### src/hw/rtl/lsps_pkg.sv
// Shared types, codes and the pulse scan function for the solenoid pulse sequencer.
`default_nettype none
package lsps_pkg;

    localparam int MASK_W        = 8;
    localparam int WIDTH_W       = 8;
    localparam int TICKS_W       = 9;
    localparam int POS_W         = 3;
    localparam int VALVE_MAX     = 8;
    localparam int VALVE_COUNT_D = 2;

    localparam logic [WIDTH_W-1:0] WIDTH_RESET = 8'd25;

    localparam logic [1:0] OP_TICK  = 2'd0;
    localparam logic [1:0] OP_SET   = 2'd1;
    localparam logic [1:0] OP_SLEEP = 2'd2;

    localparam logic [2:0] REG_OPEN_FIRST   = 3'd0;
    localparam logic [2:0] REG_OPEN_OTHERS  = 3'd1;
    localparam logic [2:0] REG_CLOSE_FIRST  = 3'd2;
    localparam logic [2:0] REG_CLOSE_OTHERS = 3'd3;

    typedef logic [MASK_W-1:0]  t_mask;
    typedef logic [WIDTH_W-1:0] t_width;

    typedef struct packed {
        t_width open_first;
        t_width open_others;
        t_width close_first;
        t_width close_others;
    } t_widths;

    typedef struct packed {
        logic              active;
        logic [POS_W-1:0]  pos;
        logic [TICKS_W-1:0] ticks;
        logic              polarity;
        t_mask             pend_open;
        t_mask             pend_close;
        t_mask             open_state;
    } t_scan;

    typedef struct packed {
        t_mask positive_drive;
        t_mask negative_drive;
        t_mask valve_mask;
        logic  busy_res;
        logic  rejected;
    } t_result;

    // Finds the lowest pending valve with a nonzero width. Pending valves below
    // it whose width is zero are switched at once without a pulse.
    function automatic t_scan f_start_next(input t_mask p_open, input t_mask p_close,
                                           input t_mask open_st, input t_mask target,
                                           input t_widths w);
        t_scan  s;
        logic   found;
        logic   op;
        t_width wv;
        s            = '0;
        s.open_state = open_st;
        s.pend_open  = p_open;
        s.pend_close = p_close;
        found        = 1'b0;
        for (int v = 0; v < VALVE_MAX; v++) begin
            op = p_open[v];
            if (op) begin
                wv = (v == 0) ? w.open_first : w.open_others;
            end else begin
                wv = (v == 0) ? w.close_first : w.close_others;
            end
            if (!found && (p_open[v] || p_close[v])) begin
                if (wv == '0) begin
                    s.open_state[v] = op;
                    s.pend_open[v]  = 1'b0;
                    s.pend_close[v] = 1'b0;
                end else begin
                    found      = 1'b1;
                    s.active   = 1'b1;
                    s.pos      = POS_W'(v);
                    s.ticks    = {wv, 1'b0};
                    s.polarity = op;
                end
            end
        end
        if (!found) begin
            s.pend_open  = '0;
            s.pend_close = '0;
            s.open_state = target;
        end
        return s;
    endfunction

endpackage
`default_nettype wire

### src/hw/rtl/lsps_cfg.sv
// Pulse width registers written through the configuration port.
`default_nettype none
module lsps_cfg
    import lsps_pkg::*;
(
    input  wire logic       i_clk,
    input  wire logic       i_rst_n,
    input  wire logic       i_cfg_valid,
    output logic            o_cfg_ready,
    input  wire logic [2:0] i_cfg_index,
    input  wire t_width     i_cfg_data,
    output t_widths         o_widths
);

    t_widths r_widths;

    assign o_cfg_ready = 1'b1;
    assign o_widths    = r_widths;

    always_ff @(posedge i_clk) begin
        if (!i_rst_n) begin
            r_widths.open_first   <= WIDTH_RESET;
            r_widths.open_others  <= WIDTH_RESET;
            r_widths.close_first  <= WIDTH_RESET;
            r_widths.close_others <= WIDTH_RESET;
        end else if (i_cfg_valid && o_cfg_ready) begin
            case (i_cfg_index)
                REG_OPEN_FIRST:   r_widths.open_first   <= i_cfg_data;
                REG_OPEN_OTHERS:  r_widths.open_others  <= i_cfg_data;
                REG_CLOSE_FIRST:  r_widths.close_first  <= i_cfg_data;
                REG_CLOSE_OTHERS: r_widths.close_others <= i_cfg_data;
                default: ;
            endcase
        end
    end

endmodule
`default_nettype wire

### src/hw/rtl/lsps_core.sv
// Input register, sequencer state and the single-pass next-state logic.
`default_nettype none
module lsps_core
    import lsps_pkg::*;
#(
    parameter int VALVE_COUNT = VALVE_COUNT_D
) (
    input  wire logic       i_clk,
    input  wire logic       i_rst_n,
    input  wire logic       i_in_valid,
    output logic            o_in_stall,
    input  wire logic [1:0] i_operation,
    input  wire t_mask      i_desired_mask,
    input  wire t_widths    i_widths,
    input  wire logic       i_out_free,
    output logic            o_load,
    output t_result         o_result
);

    localparam t_mask VALID_MASK = MASK_W'((16'd1 << VALVE_COUNT) - 16'd1);

    logic               r_in_valid, n_in_valid;
    logic [1:0]         r_op;
    t_mask              r_want;

    t_mask              r_open_state, n_open_state;
    t_mask              r_target, n_target;
    t_mask              r_pend_open, n_pend_open;
    t_mask              r_pend_close, n_pend_close;
    logic [POS_W-1:0]   r_pos, n_pos;
    logic [TICKS_W-1:0] r_ticks, n_ticks;
    logic               r_active, n_active;
    logic               r_polarity, n_polarity;

    logic               accept;
    logic               fire;
    logic               rej;
    logic [TICKS_W-1:0] ticks_dec;
    t_mask              fin_open, fin_close, fin_state, want_m;
    t_mask              bit_sel;
    t_scan              scan;
    t_mask              scan_open, scan_close, scan_state, scan_target;

    assign o_in_stall = r_in_valid && !i_out_free;
    assign accept     = i_in_valid && !o_in_stall;
    assign fire       = r_in_valid && i_out_free;
    assign o_load     = fire;
    assign n_in_valid = accept ? 1'b1 : (fire ? 1'b0 : r_in_valid);

    always_ff @(posedge i_clk) begin
        if (!i_rst_n) begin
            r_in_valid <= 1'b0;
        end else begin
            r_in_valid <= n_in_valid;
        end
        if (accept) begin
            r_op   <= i_operation;
            r_want <= i_desired_mask;
        end
    end

    assign want_m    = r_want & VALID_MASK;
    assign ticks_dec = (r_ticks != '0) ? r_ticks - TICKS_W'(1) : r_ticks;
    assign bit_sel   = MASK_W'(1) << r_pos;

    // The pulse that just ran out is recorded before the scan picks the next one.
    always_comb begin
        fin_open  = r_pend_open & ~bit_sel;
        fin_close = r_pend_close & ~bit_sel;
        fin_state = r_polarity ? (r_open_state | bit_sel) : (r_open_state & ~bit_sel);
        if (r_op == OP_SET) begin
            scan_open   = want_m & ~r_open_state;
            scan_close  = r_open_state & ~want_m;
            scan_state  = r_open_state;
            scan_target = want_m;
        end else begin
            scan_open   = fin_open;
            scan_close  = fin_close;
            scan_state  = fin_state;
            scan_target = r_target;
        end
        scan = f_start_next(scan_open, scan_close, scan_state, scan_target, i_widths);
    end

    always_comb begin
        n_open_state = r_open_state;
        n_target     = r_target;
        n_pend_open  = r_pend_open;
        n_pend_close = r_pend_close;
        n_pos        = r_pos;
        n_ticks      = r_ticks;
        n_active     = r_active;
        n_polarity   = r_polarity;
        rej          = 1'b0;
        case (r_op)
            OP_TICK: begin
                if (r_active) begin
                    if (ticks_dec == '0) begin
                        n_open_state = scan.open_state;
                        n_pend_open  = scan.pend_open;
                        n_pend_close = scan.pend_close;
                        n_pos        = scan.pos;
                        n_ticks      = scan.ticks;
                        n_active     = scan.active;
                        n_polarity   = scan.polarity;
                    end else begin
                        n_ticks = ticks_dec;
                    end
                end
            end
            OP_SET: begin
                if (r_active) begin
                    rej = 1'b1;
                end else begin
                    n_target     = want_m;
                    n_open_state = scan.open_state;
                    n_pend_open  = scan.pend_open;
                    n_pend_close = scan.pend_close;
                    n_pos        = scan.pos;
                    n_ticks      = scan.ticks;
                    n_active     = scan.active;
                    n_polarity   = scan.polarity;
                end
            end
            OP_SLEEP: begin
                n_open_state = '0;
                n_target     = '0;
                n_pend_open  = '0;
                n_pend_close = '0;
                n_pos        = '0;
                n_ticks      = '0;
                n_active     = 1'b0;
                n_polarity   = 1'b0;
            end
            default: ;
        endcase
    end

    always_comb begin
        o_result.positive_drive = (n_active && n_polarity) ? (MASK_W'(1) << n_pos) : '0;
        o_result.negative_drive = (n_active && !n_polarity) ? (MASK_W'(1) << n_pos) : '0;
        o_result.valve_mask     = n_open_state;
        o_result.busy_res       = n_active;
        o_result.rejected       = rej;
    end

    always_ff @(posedge i_clk) begin
        if (!i_rst_n) begin
            r_open_state <= '0;
            r_target     <= '0;
            r_pend_open  <= '0;
            r_pend_close <= '0;
            r_pos        <= '0;
            r_ticks      <= '0;
            r_active     <= 1'b0;
            r_polarity   <= 1'b0;
        end else if (fire) begin
            r_open_state <= n_open_state;
            r_target     <= n_target;
            r_pend_open  <= n_pend_open;
            r_pend_close <= n_pend_close;
            r_pos        <= n_pos;
            r_ticks      <= n_ticks;
            r_active     <= n_active;
            r_polarity   <= n_polarity;
        end
    end

    a_active_has_ticks: assert property (@(posedge i_clk) disable iff (!i_rst_n)
        r_active |-> (r_ticks != '0))
        else $error("pulse active with no ticks left");

    a_idle_no_pending: assert property (@(posedge i_clk) disable iff (!i_rst_n)
        !r_active |-> (r_pend_open == '0 && r_pend_close == '0))
        else $error("pending valves left while idle");

    a_pending_in_range: assert property (@(posedge i_clk) disable iff (!i_rst_n)
        ((r_pend_open | r_pend_close) & ~VALID_MASK) == '0 &&
        (r_pend_open & r_pend_close) == '0)
        else $error("pending masks out of range or overlapping");

    a_reject_keeps_state: assert property (@(posedge i_clk) disable iff (!i_rst_n)
        (fire && r_op == OP_SET && r_active) |=>
        ($stable(r_target) && $stable(r_open_state) && $stable(r_pos)))
        else $error("rejected request changed the state");

endmodule
`default_nettype wire

### src/hw/rtl/lsps_out.sv
// Result register that holds one result until the consumer takes it.
`default_nettype none
module lsps_out
    import lsps_pkg::*;
(
    input  wire logic    i_clk,
    input  wire logic    i_rst_n,
    input  wire logic    i_load,
    input  wire t_result i_result,
    output logic         o_free,
    output logic         o_out_valid,
    input  wire logic    i_out_stall,
    output t_result      o_result
);

    logic    r_valid, n_valid;
    t_result r_result;

    assign o_free      = !r_valid || !i_out_stall;
    assign o_out_valid = r_valid;
    assign o_result    = r_result;
    assign n_valid     = i_load ? 1'b1 : (r_valid && i_out_stall);

    always_ff @(posedge i_clk) begin
        if (!i_rst_n) begin
            r_valid <= 1'b0;
        end else begin
            r_valid <= n_valid;
        end
        if (i_load) begin
            r_result <= i_result;
        end
    end

endmodule
`default_nettype wire

### src/hw/rtl/latching_solenoid_pulse_sequencer_unit.sv
// Top level of the latching solenoid pulse sequencer.
//
//  Channel  Direction  Handshake               Payload
//  in       input      i_in_valid / o_in_stall  i_operation, i_desired_mask
//  out      output     o_out_valid / i_out_stall drives, valve mask, busy, rejected
//  cfg      input      i_cfg_valid / o_cfg_ready i_cfg_index, i_cfg_data
//
// A request is registered at the input, then processed into the result register;
// one request per cycle is sustained while the output is not stalled. The result
// register parts the two sides, so a held result stalls the input only when the
// input register is also full.
// Synchronous active-low reset clears the valid flags and the sequencer state; the widths return to 25.
`default_nettype none
module latching_solenoid_pulse_sequencer_unit
    import lsps_pkg::*;
#(
    parameter int VALVE_COUNT = VALVE_COUNT_D
) (
    input  wire logic              i_clk,
    input  wire logic              i_rst_n,
    input  wire logic              i_in_valid,
    output logic                   o_in_stall,
    input  wire logic [1:0]        i_operation,
    input  wire logic [MASK_W-1:0] i_desired_mask,
    output logic                   o_out_valid,
    input  wire logic              i_out_stall,
    output logic [MASK_W-1:0]      o_positive_drive,
    output logic [MASK_W-1:0]      o_negative_drive,
    output logic [MASK_W-1:0]      o_valve_mask,
    output logic                   o_busy_res,
    output logic                   o_rejected,
    input  wire logic              i_cfg_valid,
    output logic                   o_cfg_ready,
    input  wire logic [2:0]        i_cfg_index,
    input  wire logic [WIDTH_W-1:0] i_cfg_data
);

    t_widths widths;
    t_result core_result;
    t_result out_result;
    logic    load;
    logic    out_free;

    lsps_cfg u_cfg (
        .i_clk       (i_clk),
        .i_rst_n     (i_rst_n),
        .i_cfg_valid (i_cfg_valid),
        .o_cfg_ready (o_cfg_ready),
        .i_cfg_index (i_cfg_index),
        .i_cfg_data  (i_cfg_data),
        .o_widths    (widths)
    );

    lsps_core #(
        .VALVE_COUNT (VALVE_COUNT)
    ) u_core (
        .i_clk          (i_clk),
        .i_rst_n        (i_rst_n),
        .i_in_valid     (i_in_valid),
        .o_in_stall     (o_in_stall),
        .i_operation    (i_operation),
        .i_desired_mask (i_desired_mask),
        .i_widths       (widths),
        .i_out_free     (out_free),
        .o_load         (load),
        .o_result       (core_result)
    );

    lsps_out u_out (
        .i_clk       (i_clk),
        .i_rst_n     (i_rst_n),
        .i_load      (load),
        .i_result    (core_result),
        .o_free      (out_free),
        .o_out_valid (o_out_valid),
        .i_out_stall (i_out_stall),
        .o_result    (out_result)
    );

    assign o_positive_drive = out_result.positive_drive;
    assign o_negative_drive = out_result.negative_drive;
    assign o_valve_mask     = out_result.valve_mask;
    assign o_busy_res       = out_result.busy_res;
    assign o_rejected       = out_result.rejected;

endmodule
`default_nettype wire
### config.mk
export PLATFORM = sky130hd
export DESIGN_NAME = latching_solenoid_pulse_sequencer_unit
export DESIGN_NICKNAME = d
export VERILOG_FILES = /design/src/hw/rtl/lsps_pkg.sv /design/src/hw/rtl/lsps_cfg.sv /design/src/hw/rtl/lsps_core.sv /design/src/hw/rtl/lsps_out.sv /design/src/hw/rtl/latching_solenoid_pulse_sequencer_unit.sv
export SDC_FILE = /design/constraint.sdc
export NUM_CORES = 1
export LEC_CHECK = 0
export BUFFER_PORTS_ARGS = -buffer_cell sky130_fd_sc_hd__buf_2
export CAP_MARGIN = 20
export CELL_PAD_IN_SITES_DETAIL_PLACEMENT = 1
export CELL_PAD_IN_SITES_GLOBAL_PLACEMENT = 1
export CORE_MARGIN = 5
export CORE_UTILIZATION = 49
export DETAILED_ROUTE_END_ITERATION = 8
export GPL_ROUTABILITY_DRIVEN = 0
export HOLD_SLACK_MARGIN = 0.1
export PLACE_DENSITY = 0.88
export SYNTH_ARGS = -nofsm -noshare
export SYNTH_HDL_FRONTEND = slang
export SYNTH_SLANG_ARGS = --single-unit
### constraint.sdc
create_clock -name i_clk -period 5.1 [get_ports i_clk]
set_clock_uncertainty 0.1 [all_clocks]
set_input_delay 1.02 -clock i_clk [delete_from_list [all_inputs] [get_ports i_clk]]
set_output_delay 1.02 -clock i_clk [all_outputs]
set_load 0.02 [all_outputs]
==> results.md, run 1 <==
- The synthesized design contains 30 enable-type register cells.
- OpenSTA, run right after detailed placement, puts the worst setup slack at 0.523 ns.
- Summed over its instances, the top area cell type makes up 21.3% of the synthesized netlist area.
- The total CTS buffers is 9.
- Max-cap violations in this run came to 0.
- The startpoint type of the worst setup path is a flop.
- The data arrival time of the worst path is 4.71 ns.
- After clock tree synthesis, the clock-pin slew on the worst setup and hold paths is 0.08 ns.
- The minimum setup slack among reg-to-reg paths is 0.39 ns.
- Traced cell by cell, the critical path runs through inv_1 -> ha_1 -> inv_1 -> buf_4 -> and3_1 -> a22oi_1 -> nand4_1 -> o311ai_1 -> a32oi_1 -> o21ai_1 -> nor3_1.
- The via count of the first global-routing pass is 7726.
- The longest individual stage delay on the worst path is 0.86 ns.
- At the end of the flow, the number of nets in the layout was 925.
- The number of hold buffers added after CTS was 0.
- The run finished with clean final reports.
- The final count of hold timing violations came to 0.
- The number of input and output port buffers inserted is 47.
- The final critical path takes up 92.3% of the cycle.
- Synthesis inferred 104 register bits.
- The final routed wirelength across all metal layers is 25600 µm.
- The most repeated library cell on the critical path is sky130_fd_sc_hd__inv_1.
- TritonCTS built the clock tree.
- After synthesis, the netlist uses 93 different library cells.
- After technology mapping, the gate count stands at 874.
- The setup path with the least slack is of type reg2reg.
- The analysis attributes to cell leakage a power of 2.71 nW.
- Dividing total power by cell area gives a power density of 249 nW/µm².
- The latest clock arrival within the worst-skew pair is 0.37 ns.
- The clock sink count is 104.
- Global routing finished with a remaining overflow of 0.
- The clock passes through at most 2 buffers.
- 0 antenna diodes ended up in the layout.
- Synthesis produced a netlist with a net count of 905.
- The proportion of synthesized chip area in sequential cells is 34.3%.
- The count of nets left with antenna violations once routing finished came out at 0.
- The maximum fanout along the worst path is 28.
- The estimated wirelength of the detail-placed design is 18700 µm.
- 55 I/O pins were placed.
- For this block, the initial DRC count from the detailed router was 789.
- sky130_fd_sc_hd__dfxtp_1 takes more of the synthesized area than any other cell.
- Once the clock tree was built, the setup fixing pass inserted 0 buffers.
- The peak supply drop is 193 µV.
- Yosys attributes the largest share of cell area to sky130_fd_sc_hd__dfxtp_1 21%, sky130_fd_sc_hd__edfxtp_1 13%, sky130_fd_sc_hd__nand2_1 7.3%.
- The initialized floorplan defines 43 standard-cell rows.
- The H-tree was split into 3 levels.
- The maximum clock frequency is 0.212 GHz.
- The most frequently used cell type in the post-synthesis netlist is sky130_fd_sc_hd__nand2_1.
- The core area is 13900 µm².
- The initial antenna violation count is 0.
- The total number of vias is 7562.
- The floorplan die area is 16700 µm².
- Dividing the detail-routed wire length by the instance count gives 23.7 µm.
- Setup violations remaining at the end of the flow were counted as 0.
- The global-route wire length before repair is 40600 µm.
- The routed via count divided by cell count is 7.01.
- The worst path needs 4.71 ns of the cycle, external delays included.
- For the worst setup path, the data required time is 5.10 ns.
- Measured against its own limit, the worst slew margin works out to 27.2%.
- The root buffer cell is sky130_fd_sc_hd__clkbuf_16.
- The slowest library cell on the worst path is sky130_fd_sc_hd__ha_1.
- The number of synthesis warnings is 0.
- For this configuration, the core starts out at a cell density of 50.1%.
- The global-route total usage across every layer is 30.8%.
- In this run the horizontal extent of the chip is 129 µm.
- The path class of the tightest hold or removal check is reg2reg.
- The number of max-slew violations in the final report is 0.
- The chip height is 129 µm.
- The slack of the critical path is 0.390 ns.
- Together, buffers and inverters on the worst path number 3.
- The netlist area before placement is 6950 µm².
- The commonest register cell after synthesis is sky130_fd_sc_hd__dfxtp_1.
- Setup repair after global routing left no endpoint under its margin.
- The pin count of the biggest net entering global routing is 56.
- The sort of element at the end of the critical path is a flop.
- The post-synthesis area per instance is 7.95 µm².
- The commonest cells after synthesis are 136 x sky130_fd_sc_hd__nand2_1, 74 x sky130_fd_sc_hd__dfxtp_1, 68 x sky130_fd_sc_hd__a21oi_1.
- The growth of design area from synthesis to finish is 9.24%.
- Counting flops with an async set or reset pin after synthesis yields a share of 0%.
- The fraction of layout instances using a drive strength above 1 is 13.1%.
- The total of cells resized after clock tree synthesis is 0.
- The actual transition at the worst max-transition pin is 1.09 ns.
- On the critical path the largest part of the delay comes from compound AO/OA/AOI/OAI gates.
- The final-layout setup total negative slack is 0 ns.
- The pre-antenna-repair detailed-routing pass consisted of 5 iterations.
- In the routed design, unresolved DRC markers number 0.
## area by class of cell
type	instances	area, µm²
clock buffer	10	229
clock inverter	6	51.3
fill	1727	6290
inverter	18	67.6
multi-input combinational	699	4290
sequential	104	2380
tap	180	225
timing repair buffer	62	348
## cells in the final DEF, fill, tap and decap left out, drive strengths merged, types with 9 or more instances in the layout
cell type  count
nor3          36
a32oi          9
buf           62
inv           22
o31ai         12
nor4          18
clkbuf        10
nor2          64
a21oi         69
mux2i         18
a211oi        12
nand3         30
dfxtp         74
and2          10
o211ai        15
o21ai         57
a22oi         14
nand2b        13
edfxtp        30
or3           10
o22ai         11
nand2        136
## cells by family (layout without fill, tap and decap cells)
kind of cell,Yosys count,after routing,share of synthesized area [%]
buffers and inverters,71,96,4.18
other,1,1,0.0540
adder cells (fa/ha/maj),5,5,0.900
flip-flops,104,104,34.3
XOR/XNOR,4,4,0.504
AO/OA/AOI/OAI,297,297,30.5
AND/OR/NAND/NOR,373,373,26.9
multiplexers,19,19,2.76
## where the power goes
group | internal (mW) | switching, mW
combinational | 0.0904 | 0.214
sequential | 0.872 | 0.0218
clock | 0.341 | 0.350
total | 1.30 | 0.586
## metrics by stage
stage	cells	power (mW)	hold slack, ns	cell area [µm²]	util, %
floorplan	874	1.11	0.327	6950	-
global placement	1063	1.19	0.340	7310	52.7
finish	1079	1.89	0.353	7590	54.7
detailed placement	1063	1.21	0.348	7310	52.7
CTS	1079	1.89	0.360	7590	54.7
global route	1079	1.94	0.387	7590	54.7
## worst register-to-register path: cells and delay by family, from the launching register on
kind                     cells  cell delay [ns]
AO/OA/AOI/OAI                4             1.61
AND/OR/NAND/NOR              3             0.89
flip-flops                   1             0.44
adder cells (fa/ha/maj)      1             0.86
buffers and inverters        3             0.56
## registers in the layout, summed over array words and instances, names as in the netlist, 2 cells and up
signal               cells
u_cfg.o_widths          32
u_out.o_result          26
u_core.r_ticks           9
u_core.r_open_state      8
u_core.r_pend_close      8
u_core.r_pend_open       8
u_core.r_pos             3
u_core.r_op              2
u_core.r_target          2
u_core.r_want            2
## routing by layer
| layer | wire length (µm) | up-vias | global-route usage [%] | share of wire (%) |
|---|---|---|---|---|
| met3 | 1820 | 111 | 5.94 | 7.1 |
| met5 | 0 | - | 0 | 0 |
| li1 | - | 3358 | - | - |
| met1 | 10100 | 3682 | 36.5 | 39 |
| met2 | 12400 | 411 | 52.7 | 49 |
| met4 | 1250 | 0 | 16.1 | 4.9 |
## path summary, 6_finish.rpt
path / startpoint / endpoint / depth (start not counted)
max: u_core.r_op[1] / u_out.o_result[18] / 11
max reg2reg: u_core.r_op[1] / u_out.o_result[18] / 11
min: u_core.r_pend_open[2] / u_core.r_pend_open[2] / 2
min reg2reg: u_core.r_pend_open[2] / u_core.r_pend_open[2] / 2
Power figures use the tool's default switching activity.
==> inputs of run 2 (changes only) <==
--- a/config.mk
+++ b/config.mk
@@ -5,7 +5,7 @@
 export SDC_FILE = /design/constraint.sdc
 export NUM_CORES = 1
 export LEC_CHECK = 0
-export BUFFER_PORTS_ARGS = -buffer_cell sky130_fd_sc_hd__buf_2
+export BUFFER_PORTS_ARGS = -buffer_cell sky130_fd_sc_hd__clkbuf_2
 export CAP_MARGIN = 20
 export CELL_PAD_IN_SITES_DETAIL_PLACEMENT = 1
 export CELL_PAD_IN_SITES_GLOBAL_PLACEMENT = 1
==> results.md, run 2 (synthesis gave the netlist of run 1 again) <==
- The minimum setup slack among reg-to-reg paths is 0.29 ns (-0.10 ns).
- The maximum fanout along the worst path is 28 (unchanged).
- The number of nets in the final layout is 925 (unchanged).
- The final period demand of the worst path was 4.81 ns (+0.0987 ns).
- The clock sink count came to 104 (unchanged).
- The routed via count divided by cell count came to 7.03 (+0.26%).
- The number of fill cells is 1719 (-0.46%).
- The global-route total usage across every layer is 31.2% (+0.40 points).
- The floorplan die area is 16700 µm² (unchanged).
- The initial antenna violation count is 0 (unchanged).
- The hold buffer count at cts came to 0 (unchanged).
- The count of non-filler cells in the finished layout came to 1079 (unchanged).
- The data required time at the worst endpoint is 5.10 ns (about the same).
- The worst slack after detailed placement is 0.494 ns (-0.0290 ns).
- The horizontal extent of the die is 129 µm (unchanged).
- The run finished with clean final reports.
- The library cells used most frequently in the layout, excluding fill and tap cells, are 136 x sky130_fd_sc_hd__nand2_1, 74 x sky130_fd_sc_hd__dfxtp_1, 68 x sky130_fd_sc_hd__a21oi_1.
- The number of iterations in the first detailed-routing pass is 5 (unchanged).
- The number of input and output port buffers inserted is 47 (unchanged).
- The setup violation total in the final timing report was 0 (unchanged).
- The slack of the critical path came to 0.292 ns (-0.0987 ns).
- The wire length per cell was 23.9 µm (+0.59%).
- The path type of the worst min-delay path is reg2reg.
- The leakage dissipation came to 2.71 nW (-0.13%).
- The core area is 13900 µm² (unchanged).
- The number of buffers and inverters on the critical path came to 3 (unchanged).
- The clock transition at the registers of the reported paths came to 0.08 ns (about the same).
- The final routed wirelength across all metal layers is 25700 µm (+0.59%).
- The most repeated library cell on the critical path is sky130_fd_sc_hd__inv_1.
- On the critical path the largest part of the delay comes from compound AO/OA/AOI/OAI gates.
- Setup repair after global routing left no endpoint under its margin.
- The root buffer cell is sky130_fd_sc_hd__clkbuf_16.
- The latest clock arrival within the worst-skew pair is 0.37 ns (about the same).
- The worst setup path is captured at a flop.
- The top-level port count is 55 (unchanged).
- The number of core rows is 43 (unchanged).
- The power consumption is 1.88 mW (-0.67%).
- Leaving out fill and tap cells, the most frequent cell in the layout is sky130_fd_sc_hd__nand2_1.
- The clock tree from TritonCTS is done.
- The final-layout setup total negative slack is 0 ns (unchanged).
- The buffers inserted during post-CTS setup optimization is 0 (unchanged).
- The number of cells in the design after placement is 1063 (unchanged).
- In this run the critical register-to-register path is captured at u_out.o_result[20].
- The max-capacitance violation count is 0 (unchanged).
- The power density of the placed cells is 247 nW/µm² (-0.67%).
- The final count of hold timing violations is 0 (unchanged).
- The total CTS buffers came to 9 (unchanged).
- The effective utilization at floorplan is 50.1% (unchanged).
- The max-slew headroom at the worst pin is 27.3% (+0.077 points).
- The data arrival time of the worst path is 4.80 ns (+0.09 ns).
- The number of flip-flops under the largest register name is 32 (unchanged).
- The slowest library cell on the worst path is sky130_fd_sc_hd__ha_1.
- The estimated wirelength of the detail-placed design is 19200 µm (+2.8%).
- The remaining antenna violation count was 0 (unchanged).
- The final worst-path cycle share is 94.3% (+1.9 points).
- The sum of overflow across all layers after global routing came to 0 (unchanged).
- The actual transition at the worst max-transition pin was 1.09 ns (+0.00287 ns).
- The timing startpoint of the critical path is u_core.r_op[1].
- The fraction of layout instances using a drive strength above 1 is 13.2% (+0.11 points).
- The longest individual stage delay on the worst path is 0.86 ns (about the same).
- The growth of design area from synthesis to finish is 9.24% (unchanged).
- STA classifies the critical path startpoint as a flop.
- The total number of vias is 7582 (+0.26%).
- The critical path ends at u_out.o_result[20].
- The initial DRC count is 896 (+14%).
- The via count of the first global-routing pass is 7685 (-0.53%).
- The worst reg-to-reg path cell count is 11 (unchanged).
- The chip height is 129 µm (unchanged).
- Walking the worst path, the cells encountered are inv_1 -> ha_1 -> inv_1 -> buf_4 -> and3_1 -> a22oi_1 -> nand4_1 -> o311ai_1 -> a32oi_1 -> o21ai_1 -> nor3_1.
- The number of buffers between clock root and the deepest sink is 2 (unchanged).
- The beginning of the worst register-to-register path is u_core.r_op[1].
- The global-route wire length before repair is 41100 µm (+1.2%).
- The maximum clock frequency is 0.208 GHz (-2.1%).
- The number of max-slew violations in the final report came to 0 (unchanged).
- The critical path in this run is classified as reg2reg.
- The H-tree depth is 3 (unchanged).
- The peak supply drop is 188 µV (-2.6%).
- The utilization after layout came to 54.7% (unchanged).
- The count of antenna diodes in the layout is 0 (unchanged).
- The hold path depth is 2 (unchanged).
- The number of remaining DRC errors is 0 (unchanged).
- The pin count of the biggest net entering global routing was 56 (unchanged).
- The path length in cells of the critical path is 11 (unchanged).
- The total of cells resized after clock tree synthesis is 0 (unchanged).
-- run 2: through the flow --
stage                     hold WS, ns  area [µm²]
after floorplan                 0.327        6950
after global placement          0.340        7310
after detailed placement        0.350        7310
after CTS                       0.361        7590
after global routing            0.397        7590
final                           0.358        7590
-- run 2: worst min-delay path: stages, from the launching register on --
cell	delay, ns
sky130_fd_sc_hd__dfxtp_1	0.31
sky130_fd_sc_hd__nand2_1	0.05
sky130_fd_sc_hd__a21oi_1	0.05
-- run 2: power by group --
| part | leakage [nW] | switching [mW] | total [mW] | internal, mW |
|---|---|---|---|---|
| logic | 1.71 | 0.213 | 0.303 | 0.0900 |
| clock network | 0.122 | 0.343 | 0.679 | 0.335 |
| registers | 0.870 | 0.0225 | 0.894 | 0.872 |
| total | 2.71 | 0.579 | 1.88 | 1.30 |
-- run 2: layout make-up --
| type | instances | area, µm² | share of cell area, % |
|---|---|---|---|
| multi-input cells | 699 | 4290 | 56.5 |
| well taps | 180 | 225 | 2.97 |
| repair buffers | 62 | 348 | 4.58 |
| flip-flops and latches | 104 | 2380 | 31.4 |
| clock buffers | 9 | 225 | 2.97 |
| inverters | 18 | 67.6 | 0.890 |
| clock inverters | 7 | 55.1 | 0.725 |
-- run 2: worst min-delay path by stage --
stage | slack, ns | end | start
detailed placement | 0.35 | u_core.r_pend_close[4] | u_core.r_pend_close[4]
global route | 0.40 | u_core.r_pend_close[4] | u_core.r_pend_close[4]
CTS | 0.36 | u_core.r_pend_close[4] | u_core.r_pend_close[4]
floorplan | 0.33 | u_core.r_pend_open[2] | u_core.r_pend_open[2]
finish | 0.36 | u_core.r_pend_close[4] | u_core.r_pend_close[4]
global placement | 0.34 | u_core.r_pend_open[3] | u_core.r_pend_open[3]
-- run 2: routing by layer --
layer	wire (µm)	global-route usage, %	up-vias
met1	9800	37.6	3682
met2	12500	53.4	428
li1	-	-	3361
met4	1340	17.0	0
met5	0	0	-
met3	2130	4.53	111
